--- src/design/assert_macros.svh ---
// assertion helpers shared by the deframer and smoother modules
// expects clk and arst_n in the scope of the module that uses them
`ifndef ASSERT_MACROS_SVH
`define ASSERT_MACROS_SVH

// same-cycle implication, checked outside reset
`define FPDS_ASSERT_NOW(lbl, ante, cons, msg) \
	lbl: assert property (@(posedge clk) disable iff (!arst_n) (ante) |-> (cons)) \
		else $error(msg);

// next-cycle implication, checked outside reset
`define FPDS_ASSERT_NEXT(lbl, ante, cons, msg) \
	lbl: assert property (@(posedge clk) disable iff (!arst_n) (ante) |=> (cons)) \
		else $error(msg);

`endif

--- src/design/fpds_pkg.sv ---
// shared types, constants and scaling factors for the framed pair deframer
// no dependencies
`timescale 1ns / 1ps
`default_nettype none

package fpds_pkg;

	// history length of the moving average
	localparam int HISTORY_DEPTH = 3;
	localparam int SLOT_W        = $clog2(HISTORY_DEPTH);

	localparam int BYTE_W      = 8;
	localparam int STEER_W     = 14;
	localparam int COLL_W      = 10;
	localparam int CFG_IDX_W   = 8;

	// sum of the history and its q8 scaled form
	localparam int SUM_W    = $clog2(HISTORY_DEPTH * 255 + 1);
	localparam int SCALED_W = SUM_W + 8;

	// floor division by a constant as multiply by rounded-up reciprocal and shift,
	// exact for every scaled sum since the rounding error stays below one lsb
	localparam int STEER_DIV   = HISTORY_DEPTH * 10;
	localparam int STEER_SHIFT = SCALED_W + $clog2(STEER_DIV);
	localparam longint unsigned STEER_MUL =
		((64'd1 << STEER_SHIFT) + STEER_DIV - 1) / STEER_DIV;
	localparam int STEER_MUL_W  = STEER_SHIFT - $clog2(STEER_DIV) + 2;
	localparam int STEER_PROD_W = SCALED_W + STEER_MUL_W;

	localparam int COLL_DIV    = HISTORY_DEPTH * 100;
	localparam int COLL_SHIFT  = SCALED_W + $clog2(COLL_DIV);
	localparam longint unsigned COLL_MUL =
		((64'd1 << COLL_SHIFT) + COLL_DIV - 1) / COLL_DIV;
	localparam int COLL_MUL_W  = COLL_SHIFT - $clog2(COLL_DIV) + 2;
	localparam int COLL_PROD_W = SCALED_W + COLL_MUL_W;

	// steer offset of -2.0 in q8
	localparam logic [STEER_W-1:0] STEER_OFFSET = STEER_W'(512);

	// register reset values
	localparam logic [BYTE_W-1:0] START_MARKER_RST = 8'd115;
	localparam logic [BYTE_W-1:0] END_MARKER_RST   = 8'd101;

	typedef enum logic [CFG_IDX_W-1:0] {
		REG_START_MARKER = 8'd0,
		REG_END_MARKER   = 8'd1
	} fpds_reg_t;

	// position within a frame: which byte is expected next
	typedef enum logic [1:0] {
		FP_HUNT,
		FP_STEER,
		FP_COLL,
		FP_END
	} fpds_frame_t;

	// good frame handed from the deframer to the smoother
	typedef struct packed {
		logic              push;
		logic [BYTE_W-1:0] steer;
		logic [BYTE_W-1:0] coll;
	} fpds_push_t;

	typedef struct packed {
		logic [BYTE_W-1:0] start_marker;
		logic [BYTE_W-1:0] end_marker;
	} fpds_markers_t;

endpackage

`default_nettype wire

--- src/design/fpds_ifs.sv ---
// channel interfaces: received bytes, smoothed results, register writes
// depends on fpds_pkg
`timescale 1ns / 1ps
`default_nettype none

interface fpds_byte_if;
	logic                        valid;
	logic                        ready;
	logic [fpds_pkg::BYTE_W-1:0] rx_byte;

	modport source (output valid, output rx_byte, input ready);
	modport sink   (input valid, input rx_byte, output ready);
endinterface

interface fpds_result_if;
	logic                               valid;
	logic                               ready;
	logic signed [fpds_pkg::STEER_W-1:0] steer_q8;
	logic [fpds_pkg::COLL_W-1:0]        collision_q8;

	modport source (output valid, output steer_q8, output collision_q8, input ready);
	modport sink   (input valid, input steer_q8, input collision_q8, output ready);
endinterface

interface fpds_cfg_if;
	logic                           valid;
	logic                           ready;
	logic [fpds_pkg::CFG_IDX_W-1:0] index;
	logic [fpds_pkg::BYTE_W-1:0]    data;

	modport source (output valid, output index, output data, input ready);
	modport sink   (input valid, input index, input data, output ready);
endinterface

`default_nettype wire

--- src/design/framed_pair_deframer_smoother_core.sv ---
// Deframes start/steer/collision/end byte frames from a serial byte stream and
// produces a moving average of the last three good frames in q8 fixed point:
// steer_q8 = floor(sum*256/30) - 512 and collision_q8 = floor(sum*256/300).
// One byte word is accepted per clock unless the input register is held. An end
// byte passes the input register, the history update and the result register.
// Bytes that close no frame keep flowing while a result waits on the output;
// an end byte waits in the input register only when both the stage-two word and
// the result register are held. Histories reset to zero. Markers are written
// over the cfg channel (index 0 start marker, 1 end marker, others ignored),
// by the user only while idle (not enforced by the block); cfg is always ready.
// depends on fpds_pkg, fpds_ifs, fpds_deframer and fpds_smoother
`timescale 1ns / 1ps
`default_nettype none

module framed_pair_deframer_smoother_core (
	input  wire logic     clk,
	input  wire logic     arst_n,
	fpds_byte_if.sink     rx,
	fpds_result_if.source res,
	fpds_cfg_if.sink      cfg
);

	// marker registers
	fpds_pkg::fpds_markers_t markers_q;
	// good frame handed across, and back pressure from stage two
	fpds_pkg::fpds_push_t    push;
	logic                    s2_free;

	// register writes never stall
	assign cfg.ready = 1'b1;

	always_ff @(posedge clk or negedge arst_n) begin
		if (!arst_n) begin
			markers_q.start_marker <= fpds_pkg::START_MARKER_RST;
			markers_q.end_marker   <= fpds_pkg::END_MARKER_RST;
		end else if (cfg.valid && cfg.ready) begin
			unique case (cfg.index)
				fpds_pkg::REG_START_MARKER: markers_q.start_marker <= cfg.data;
				fpds_pkg::REG_END_MARKER:   markers_q.end_marker   <= cfg.data;
				// unknown index, write dropped
				default: ;
			endcase
		end
	end

	// frame tracking on the registered byte
	fpds_deframer u_deframer (
		.clk     (clk),
		.arst_n  (arst_n),
		.rx      (rx),
		.markers (markers_q),
		.s2_free (s2_free),
		.push    (push)
	);

	// histories, averaging and result register
	fpds_smoother u_smoother (
		.clk     (clk),
		.arst_n  (arst_n),
		.push    (push),
		.s2_free (s2_free),
		.res     (res)
	);

endmodule

`default_nettype wire

--- src/design/fpds_deframer.sv ---
// input register and frame position tracking, emits one push per good frame
// depends on fpds_pkg, fpds_ifs and assert_macros.svh
`timescale 1ns / 1ps
`default_nettype none
`include "assert_macros.svh"

module fpds_deframer (
	input  wire logic                    clk,
	input  wire logic                    arst_n,
	fpds_byte_if.sink                    rx,
	input  wire fpds_pkg::fpds_markers_t markers,
	input  wire logic                    s2_free,
	output fpds_pkg::fpds_push_t         push
);

	logic                        valid_s1;
	logic [fpds_pkg::BYTE_W-1:0] byte_s1;
	fpds_pkg::fpds_frame_t       state_q;
	fpds_pkg::fpds_frame_t       state_nxt;
	logic [fpds_pkg::BYTE_W-1:0] steer_q;
	logic [fpds_pkg::BYTE_W-1:0] coll_q;
	logic                        push_req;
	logic                        s1_go;

	// byte in the input register leaves unless it closes a frame and the smoother is busy
	always_comb begin
		push_req = valid_s1 && (state_q == fpds_pkg::FP_END) &&
			(byte_s1 == markers.end_marker);
		s1_go    = valid_s1 && (!push_req || s2_free);
		rx.ready = !valid_s1 || s1_go;
		push.push  = push_req && s2_free;
		push.steer = steer_q;
		push.coll  = coll_q;
	end

	always_comb begin
		state_nxt = state_q;
		if (s1_go) begin
			unique case (state_q)
				fpds_pkg::FP_HUNT: begin
					if (byte_s1 == markers.start_marker) begin
						state_nxt = fpds_pkg::FP_STEER;
					end
				end
				fpds_pkg::FP_STEER: state_nxt = fpds_pkg::FP_COLL;
				fpds_pkg::FP_COLL:  state_nxt = fpds_pkg::FP_END;
				// end byte, good or bad, always returns to hunting
				fpds_pkg::FP_END:   state_nxt = fpds_pkg::FP_HUNT;
				default:            state_nxt = fpds_pkg::FP_HUNT;
			endcase
		end
	end

	always_ff @(posedge clk or negedge arst_n) begin
		if (!arst_n) begin
			valid_s1 <= 1'b0;
			state_q  <= fpds_pkg::FP_HUNT;
		end else begin
			state_q <= state_nxt;
			if (rx.valid && rx.ready) begin
				valid_s1 <= 1'b1;
			end else if (s1_go) begin
				valid_s1 <= 1'b0;
			end
		end
	end

	always_ff @(posedge clk) begin
		if (rx.valid && rx.ready) begin
			byte_s1 <= rx.rx_byte;
		end
		if (s1_go && (state_q == fpds_pkg::FP_STEER)) begin
			steer_q <= byte_s1;
		end
		if (s1_go && (state_q == fpds_pkg::FP_COLL)) begin
			coll_q <= byte_s1;
		end
	end

	`FPDS_ASSERT_NEXT(a_end_to_hunt, s1_go && (state_q == fpds_pkg::FP_END), state_q == fpds_pkg::FP_HUNT, "end byte did not return to hunting")
	`FPDS_ASSERT_NOW(a_push_at_end, push.push, state_q == fpds_pkg::FP_END, "push outside the end position")
	`FPDS_ASSERT_NEXT(a_hold_byte, valid_s1 && !s1_go, valid_s1 && $stable(byte_s1), "held byte lost")

endmodule

`default_nettype wire

--- src/design/fpds_smoother.sv ---
// circular histories, sums and q8 scaling into the result register
// depends on fpds_pkg, fpds_ifs and assert_macros.svh
`timescale 1ns / 1ps
`default_nettype none
`include "assert_macros.svh"

module fpds_smoother (
	input  wire logic                 clk,
	input  wire logic                 arst_n,
	input  wire fpds_pkg::fpds_push_t push,
	output logic                      s2_free,
	fpds_result_if.source             res
);

	localparam logic [fpds_pkg::STEER_MUL_W-1:0] STEER_MUL_V =
		fpds_pkg::STEER_MUL_W'(fpds_pkg::STEER_MUL);
	localparam logic [fpds_pkg::COLL_MUL_W-1:0] COLL_MUL_V =
		fpds_pkg::COLL_MUL_W'(fpds_pkg::COLL_MUL);

	logic [fpds_pkg::BYTE_W-1:0]        steer_hist_q [fpds_pkg::HISTORY_DEPTH];
	logic [fpds_pkg::BYTE_W-1:0]        coll_hist_q  [fpds_pkg::HISTORY_DEPTH];
	logic [fpds_pkg::SLOT_W-1:0]        slot_q;
	logic                               valid_s2;
	logic                               out_valid_q;
	logic                               out_free;
	logic [fpds_pkg::SUM_W-1:0]         steer_sum;
	logic [fpds_pkg::SUM_W-1:0]         coll_sum;
	logic [fpds_pkg::STEER_PROD_W-1:0]  steer_prod;
	logic [fpds_pkg::COLL_PROD_W-1:0]   coll_prod;
	logic [fpds_pkg::STEER_PROD_W-1:0]  steer_quot;
	logic [fpds_pkg::COLL_PROD_W-1:0]   coll_quot;
	logic [fpds_pkg::STEER_W-1:0]       steer_res;
	logic [fpds_pkg::STEER_W-1:0]       steer_q;
	logic [fpds_pkg::COLL_W-1:0]        coll_q;

	assign out_free = !out_valid_q || res.ready;
	assign s2_free  = !valid_s2 || out_free;

	// stage two reads the histories as updated by the last push
	always_comb begin
		steer_sum = '0;
		coll_sum  = '0;
		for (int i = 0; i < fpds_pkg::HISTORY_DEPTH; i++) begin
			steer_sum = steer_sum + fpds_pkg::SUM_W'(steer_hist_q[i]);
			coll_sum  = coll_sum + fpds_pkg::SUM_W'(coll_hist_q[i]);
		end
		steer_prod = fpds_pkg::STEER_PROD_W'({steer_sum, 8'd0}) *
			fpds_pkg::STEER_PROD_W'(STEER_MUL_V);
		coll_prod  = fpds_pkg::COLL_PROD_W'({coll_sum, 8'd0}) *
			fpds_pkg::COLL_PROD_W'(COLL_MUL_V);
		steer_quot = steer_prod >> fpds_pkg::STEER_SHIFT;
		coll_quot  = coll_prod >> fpds_pkg::COLL_SHIFT;
		steer_res  = steer_quot[fpds_pkg::STEER_W-1:0] - fpds_pkg::STEER_OFFSET;
	end

	always_ff @(posedge clk or negedge arst_n) begin
		if (!arst_n) begin
			slot_q      <= '0;
			valid_s2    <= 1'b0;
			out_valid_q <= 1'b0;
			for (int i = 0; i < fpds_pkg::HISTORY_DEPTH; i++) begin
				steer_hist_q[i] <= '0;
				coll_hist_q[i]  <= '0;
			end
		end else begin
			if (push.push) begin
				for (int i = 0; i < fpds_pkg::HISTORY_DEPTH; i++) begin
					if (slot_q == fpds_pkg::SLOT_W'(i)) begin
						steer_hist_q[i] <= push.steer;
						coll_hist_q[i]  <= push.coll;
					end
				end
				if (slot_q == fpds_pkg::SLOT_W'(fpds_pkg::HISTORY_DEPTH - 1)) begin
					slot_q <= '0;
				end else begin
					slot_q <= slot_q + 1'b1;
				end
			end
			if (push.push) begin
				valid_s2 <= 1'b1;
			end else if (out_free) begin
				valid_s2 <= 1'b0;
			end
			if (out_free) begin
				out_valid_q <= valid_s2;
			end
		end
	end

	always_ff @(posedge clk) begin
		if (out_free && valid_s2) begin
			steer_q <= steer_res;
			coll_q  <= coll_quot[fpds_pkg::COLL_W-1:0];
		end
	end

	assign res.valid        = out_valid_q;
	assign res.steer_q8     = steer_q;
	assign res.collision_q8 = coll_q;

	`FPDS_ASSERT_NOW(a_push_room, push.push, s2_free, "push while stage two is held")
	`FPDS_ASSERT_NOW(a_out_source, $rose(out_valid_q), $past(valid_s2), "result without a stage two word")
	`FPDS_ASSERT_NOW(a_slot_range, 1'b1, slot_q <= fpds_pkg::SLOT_W'(fpds_pkg::HISTORY_DEPTH - 1), "history slot out of range")

endmodule

`default_nettype wire

--- src/flat_wrapper.sv ---
// flat-port wrapper written by rule: the top's interface ports become plain ports
module framed_pair_deframer_smoother_core_flat 
  (clk, arst_n, rx_valid, rx_rx_byte, rx_ready, res_valid, res_steer_q8, res_collision_q8, res_ready, cfg_valid, cfg_index, cfg_data, cfg_ready);
  fpds_byte_if rx_i ();
  fpds_result_if res_i ();
  fpds_cfg_if cfg_i ();
  input  wire logic clk;
  input  wire logic arst_n;
  input wire logic [$bits(rx_i.valid)-1:0] rx_valid;
  input wire logic [$bits(rx_i.rx_byte)-1:0] rx_rx_byte;
  output wire logic [$bits(rx_i.ready)-1:0] rx_ready;
  output wire logic [$bits(res_i.valid)-1:0] res_valid;
  output wire logic [$bits(res_i.steer_q8)-1:0] res_steer_q8;
  output wire logic [$bits(res_i.collision_q8)-1:0] res_collision_q8;
  input wire logic [$bits(res_i.ready)-1:0] res_ready;
  input wire logic [$bits(cfg_i.valid)-1:0] cfg_valid;
  input wire logic [$bits(cfg_i.index)-1:0] cfg_index;
  input wire logic [$bits(cfg_i.data)-1:0] cfg_data;
  output wire logic [$bits(cfg_i.ready)-1:0] cfg_ready;
  assign rx_i.valid = rx_valid;
  assign rx_i.rx_byte = rx_rx_byte;
  assign rx_ready = rx_i.ready;
  assign res_valid = res_i.valid;
  assign res_steer_q8 = res_i.steer_q8;
  assign res_collision_q8 = res_i.collision_q8;
  assign res_i.ready = res_ready;
  assign cfg_i.valid = cfg_valid;
  assign cfg_i.index = cfg_index;
  assign cfg_i.data = cfg_data;
  assign cfg_ready = cfg_i.ready;
  framed_pair_deframer_smoother_core u_core (.clk(clk), .arst_n(arst_n), .rx(rx_i), .res(res_i), .cfg(cfg_i));
endmodule
--- config.mk ---
export PLATFORM = sky130hd
export DESIGN_NAME = framed_pair_deframer_smoother_core_flat
export DESIGN_NICKNAME = d
export VERILOG_FILES = /design/src/design/fpds_pkg.sv /design/src/design/fpds_ifs.sv /design/src/design/framed_pair_deframer_smoother_core.sv /design/src/design/fpds_deframer.sv /design/src/design/fpds_smoother.sv /design/src/flat_wrapper.sv
export VERILOG_INCLUDE_DIRS = /design/src /design/src/design
export SDC_FILE = /design/constraint.sdc
export NUM_CORES = 1
export LEC_CHECK = 0
export ABC_AREA = 1
export BUFFER_PORTS_ARGS = -buffer_cell sky130_fd_sc_hd__buf_2
export CORE_UTILIZATION = 35
export CTS_CLUSTER_DIAMETER = 30
export DETAILED_ROUTE_END_ITERATION = 10
export PLACE_DENSITY = 0.5
export SLEW_MARGIN = 20
export SYNTH_ARGS = -nofsm -noshare
export SYNTH_HDL_FRONTEND = slang
export SYNTH_SLANG_ARGS = --single-unit
--- constraint.sdc ---
create_clock -name clk -period 5.9 [get_ports clk]
set_clock_uncertainty 0.05 [all_clocks]
set_input_delay 0.59 -clock clk [delete_from_list [all_inputs] [get_ports clk]]
set_output_delay 0.59 -clock clk [all_outputs]
set_load 0.005 [all_outputs]
# Word level (Yosys, flattened, before mapping)
# Index checks and enable logic that the tools add are counted.
# word_totals
regBits	119
out_inout_bits	27
# op_classes
add_sub_neg	6
multipliers	2
n_eq_ne	9
muxes	7
reduce_logical	27
# op_table
op	n
$mul 10x19->29 const B	2
$add 9x8->10	2
$add 8x8->9	2
$eq 8x8->1	2
$sub 14x10->14 const B	1
$reduce_and 2->1	6
$eq 8x1->1 const B	1
$logic_and 1x1->1	8
$logic_not 8->1	1
$pmux 2 s4	1
$eq 2x2->1 const B	3
$eq 2x1->1 const B	2
$logic_not 1->1	4
$logic_not 2->1	2
$logic_or 1x1->1	4
$mux 1	4
$mux 2	2
$reduce_bool 2->1	2
$add 2x1->2 const B	1
$ne 2x2->1 const B	1

# Logic depth before layout (Yosys ltp)
# logic_depth
ltp_word	9
depth_mapped	34
mapped_depth_nobuf	34

# Cells and area by module
# A second synthesis with hierarchy kept.
# unflattened
hier_cells	1266
area_unflattened_um2	10719.0
# by_module_without_submodules
mod	n_inst	cells_each	area_per_inst_um2	seq_area_each_um2
fpds_smoother	1	1051	8657.1	2021.9
fpds_deframer	1	123	1300.0	795.8
framed_pair_deframer_smoother_core	1	92	762.0	411.6

# Worst setup path before layout
# Ideal clock, no wire load.
# synth_path
path_type	reg2reg
startpoint	register u_core.u_smoother.coll_hist_q[1] in the netlist's numbering
endpoint	register u_core.u_smoother.coll_q, in the netlist u_core.u_smoother.res.collision_q8[8], data pin
arrival_ns	6.139
setup_slack_ns	-0.541
stages_incl_launch_ff	32
n_path_buf	0
path_cell_list	dfrtp_1 -> inv_1 -> fa_1 -> inv_1 -> ha_1 -> fa_1 -> nand3_1 -> nand2_1 -> nand2_1 -> nand2_1 -> a21oi_1 -> nor2_1 -> nor2_1 -> nor2_1 -> fa_1 -> fa_1 -> inv_1 -> fa_1 -> inv_1 -> fa_1 -> inv_1 -> fa_1 -> inv_1 -> ha_1 -> nand2_1 -> inv_1 -> a21boi_0 -> o21ai_0 -> a21oi_1 -> nand2_1 -> nand2_1 -> nand2_1
# synth_between
elab_chain_cells	2
# synth_lines
element	line	text
from (decl)	fpds_smoother.sv:21	logic [fpds_pkg::BYTE_W-1:0] coll_hist_q [fpds_pkg::HISTORY_DEPTH];
from (signal, indexed assignment)	fpds_smoother.sv:70	coll_hist_q[i] <= push.coll;
$add 9x8->10	fpds_smoother.sv:45	coll_sum = coll_sum + fpds_pkg::SUM_W'(coll_hist_q[i]);
$mul 10x19->29	fpds_smoother.sv:49	coll_prod = fpds_pkg::COLL_PROD_W'({coll_sum, 8'd0}) *
via u_core.u_smoother.coll_prod, one bit	fpds_smoother.sv:29	logic [fpds_pkg::COLL_PROD_W-1:0] coll_prod;
to (signal assigned)	fpds_smoother.sv:93	coll_q <= coll_quot[fpds_pkg::COLL_W-1:0];
to (decl)	fpds_smoother.sv:34	logic [fpds_pkg::COLL_W-1:0] coll_q;
# The timed path passes the listed nets, and every way through them passes these cells.
# A chain may end at the register's enable or synchronous reset.

# Final worst setup path
# layout_path
startpoint	register u_core.u_smoother.coll_hist_q[17] in the netlist's numbering
endpoint	register u_core.u_smoother.coll_q, in the netlist u_core.u_smoother.res.collision_q8[9], data pin
# layout_between
elab_chain_cells	3
# layout_lines
element	line
$add 8x8->9	fpds_smoother.sv:45
$add 9x8->10	fpds_smoother.sv:45
$mul 10x19->29	fpds_smoother.sv:49
via u_core.u_smoother.coll_prod, one bit	fpds_smoother.sv:29
# The timed path passes the listed nets, and every way through them passes these cells.

==> impl_metrics.yaml <==
final_layout:
  layout-drive-gt1-share_pct: 21.2
  layout_common_cells: "275 x nand2_1, 243 x inv_1, 129 x ha_1, 94 x buf_4, 72 x nor2_1"
  area_growth_pct: 23.2
  fin_util_pct: 44.3
  final_common_cell: "nand2_1"
  stdcell_area_um2: 13200
  diodes: 0
  nNetsFinal: 1676
placed_design:
  placed_cell_area_um2: 12100
  gp_congestion: 0.932
  port_buffers: 54
  dp_hpwl_um: 20400
cts:
  clockBufferDepth: 2
  clkLatencyLatePin_ns: 0.42
  cts.sinks: 119
  clock-root-buffer: "clkbuf_16"
  cts_tree: "done"
  numCtsBuffers: 17
  holdBufCountCts: 0
  clkTransAtPathRegs_ns: 0.06
  cts_htree_levels: 4
worst_setup_path:
  cp.required_ns: 6.01
  cp_slowest_cell: "fa_1"
  critical_path.max_fanout: 3
  worstPathArrival_ns: 6.33
  path_class: "reg2reg"
  start_kind: "flip-flop"
  max_stage_delay_ns: 0.54
  path_common_cell: "fa_1"
  end_kind: "flip-flop"
sta:
  tightest_slew_ns: 0.958
  min_period_ns: 6.22
  holdWs_ns: 0.256
  max_freq_mhz: 161
  drv_slew: 0
  finalSetupViolCount: 10
  grt_setup_unrepaired: "yes"
  fin_crit_sh_pct: 105
  worst_slack_ns: -0.318
  hold_viol: 0
  relSlewSlack_pct: 36.0
yosys:
  synth_edf_count: 48
  synth-seq-cells: 119
  muxShareOfSynthArea_pct: 0
  synth_xor_area_share_pct: 2.69
  syn-cell-area_um2: 10700
  synth_top_family_by_area: "adder cells"
  syn_area_per_cell_um2: 8.45
  yosys_warnings: 0
  synth-seq-area-share_pct: 30.1
  yosys.area_share.simple_pct: 19.4
  synth_fp_nets: 1521
  netlist_instances: 1271
  synthAdderAreaFrac_pct: 31.0
  synthArstFlopShare_pct: 59.7
  synthDistinctLibCells: 45
  synth_flop_cell: "dfrtp_1"
  synth_compound_area_share_pct: 6.93
pwr:
  p_switching_mw: 0.565
  power_density_nw_per_um2: 165
  leakagePower_nw: 7.10
  p_sw_share_pct: 25.8
  combPwrFrac_pct: 10.7
  p_int_mw: 1.62
  ir_drop_v: 0.000209
  clockPowerShare_pct: 46.2
  pwr-share-seq_pct: 43.0
  total_power_mw: 2.19
grt:
  grt_use_total_pct: 16.9
  grt_overflow_total: 0
  grt_pass1_vias: 8515
  grt_max_degree: 72
  grt_pass1_wl_um: 41700
  antenna_found_initial: 0
status:
  violations: "setup timing"
  outcome: "finished with violations"
floorplan:
  dieHeight_um: 177
  die_area_um2: 31400
  io-pin-count: 56
  rows: 63
  core-area_um2: 29900
  chipWidth_um: 177
  start_util_pct: 35.9
drt:
  viasPerCell: 4.59
  drt_pass1_iterations: 5
  drt_iter0_markers: 319
  drt-total-wl_um: 25000
  via_count: 8386
  drc: 0
  wl_per_cell_um: 13.6
  drtAntennaViolNets: 0
flow_run:
  maxCapViolations: 0
hold_path:
  hp-class: "in2async"
sequential cells by signal (all words and copies together) (netlist names):
signal                              count
u_core.u_deframer.byte_s1               8
u_core.u_deframer.steer_q               8
u_core.u_deframer.coll_q                8
u_core.u_smoother.slot_q                2
u_core.u_smoother.res.valid             1
u_core.u_smoother.valid_s2              1
u_core.u_smoother.res.steer_q8         14
u_core.u_smoother.res.collision_q8     10
u_core.u_smoother.steer_hist_q         24
u_core.markers_q                       16
u_core.u_deframer.state_q               2
u_core.u_smoother.coll_hist_q          24
u_core.u_deframer.valid_s1              1
cells by family (layout without fill, tap and decap cells):
logic type,Yosys count,after routing
other,1,1
AND/OR/NAND/NOR,485,485
buffers and inverters,272,440
adder cells (fa/ha/maj),221,221
XOR/XNOR,33,33
flip-flops,119,119
AO/OA/AOI/OAI,140,140
cell type report:
class	instances	area [µm²]
clock buffers	19	464
multi-input cells	880	6950
flip-flops and latches	119	3230
repair buffers	150	1000
well taps	390	488
fillers	2992	16600
inverters	258	973
clock inverters	13	116
critical path, delay by kind of cell, from the launching register on:
family                   cells  cell delay (ns)
AO/OA/AOI/OAI                4             0.64
XOR/XNOR                     1             0.07
adder cells (fa/ha/maj)      9             3.66
buffers and inverters        8             0.55
flip-flops                   1             0.37
AND/OR/NAND/NOR              9             0.65
cell usage after synthesis (2+ instances only):
master / instances / area (µm²)
nand3b_1: 4 / 30.0
dfrtp_1: 62 / 1550
a21boi_0: 2 / 15.0
nand4_1: 19 / 119
ha_1: 146 / 1830
o21ai_0: 40 / 200
a21oi_1: 50 / 250
buf_2: 9 / 45.0
o21ai_1: 32 / 160
edfxtp_1: 48 / 1440
dfstp_2: 9 / 236
inv_2: 2 / 7.51
nor2_4: 2 / 22.5
buf_4: 2 / 15.0
o311ai_0: 2 / 17.5
o21bai_1: 3 / 22.5
nor2_1: 83 / 312
a31oi_1: 2 / 12.5
o211ai_1: 2 / 15.0
nor3_1: 9 / 45.0
nand3_1: 51 / 255
or2_2: 6 / 37.5
buf_6: 2 / 22.5
xor2_1: 22 / 193
inv_1: 256 / 961
xnor2_1: 11 / 96.3
a21o_1: 6 / 45.0
and2_2: 2 / 15.0
nand3_2: 2 / 20.0
nand2_1: 291 / 1090
fa_1: 75 / 1500
nand4_2: 3 / 37.5
nor4_1: 3 / 18.8
nand2_2: 2 / 12.5
repair_timing:
action,in CTS,in global routing
pin swaps,36,45
hold endpoints to repair,0,0
gates cloned,0,0
setup buffers,13,8
resized for setup,36,55
setup endpoints to repair,10,16
worst paths after layout:
check | startpoint | end | slack (ns) | cells after the start
max | u_core.u_smoother.coll_hist_q[17] | u_core.u_smoother.res.collision_q8[9] | -0.32 | 31
min | arst_n | u_core.u_deframer.state_q[1] | 0.26 | 1
max reg2reg | u_core.u_smoother.coll_hist_q[17] | u_core.u_smoother.res.collision_q8[9] | -0.32 | 31
min reg2reg | u_core.u_smoother.valid_s2 | u_core.u_smoother.res.valid | 0.43 | 2
max in group asynchronous | arst_n | u_core.u_smoother.coll_hist_q[0] | 4.92 | 1
min in group clk | rx_rx_byte[7] | u_core.u_deframer.byte_s1[7] | 0.30 | 1
metal layers:
layer,up-vias,global-route usage (%),wire (µm)
met5,-,0,0
met4,0,5.24,497
met3,23,2.45,548
met2,119,29.2,12000
met1,3898,21.7,11900
li1,4346,-,-
per-stage QoR:
step / TNS, ns / instances / worst slack, ns
3_5_place_dp: -4.10 / 1777 / -0.509
6_report: -2.61 / 1829 / -0.318
2_1_floorplan: -1.52 / 1271 / -0.259
4_1_cts: -2.75 / 1821 / -0.359
5_1_grt: -5.72 / 1829 / -0.690
3_3_place_gp: -3.53 / 1777 / -0.441
power by group through the flow:
stage | combinational [mW] | sequential, mW | clock, mW
6_report | 0.235 | 0.941 | 1.01
5_1_grt | 0.272 | 0.945 | 1.07
4_1_cts | 0.231 | 0.941 | 1.04
3_5_place_dp | 0.222 | 0.957 | 0
3_3_place_gp | 0.220 | 0.956 | 0
2_1_floorplan | 0.150 | 0.942 | 0
No activity file was read; power rests on OpenSTA's default activity.
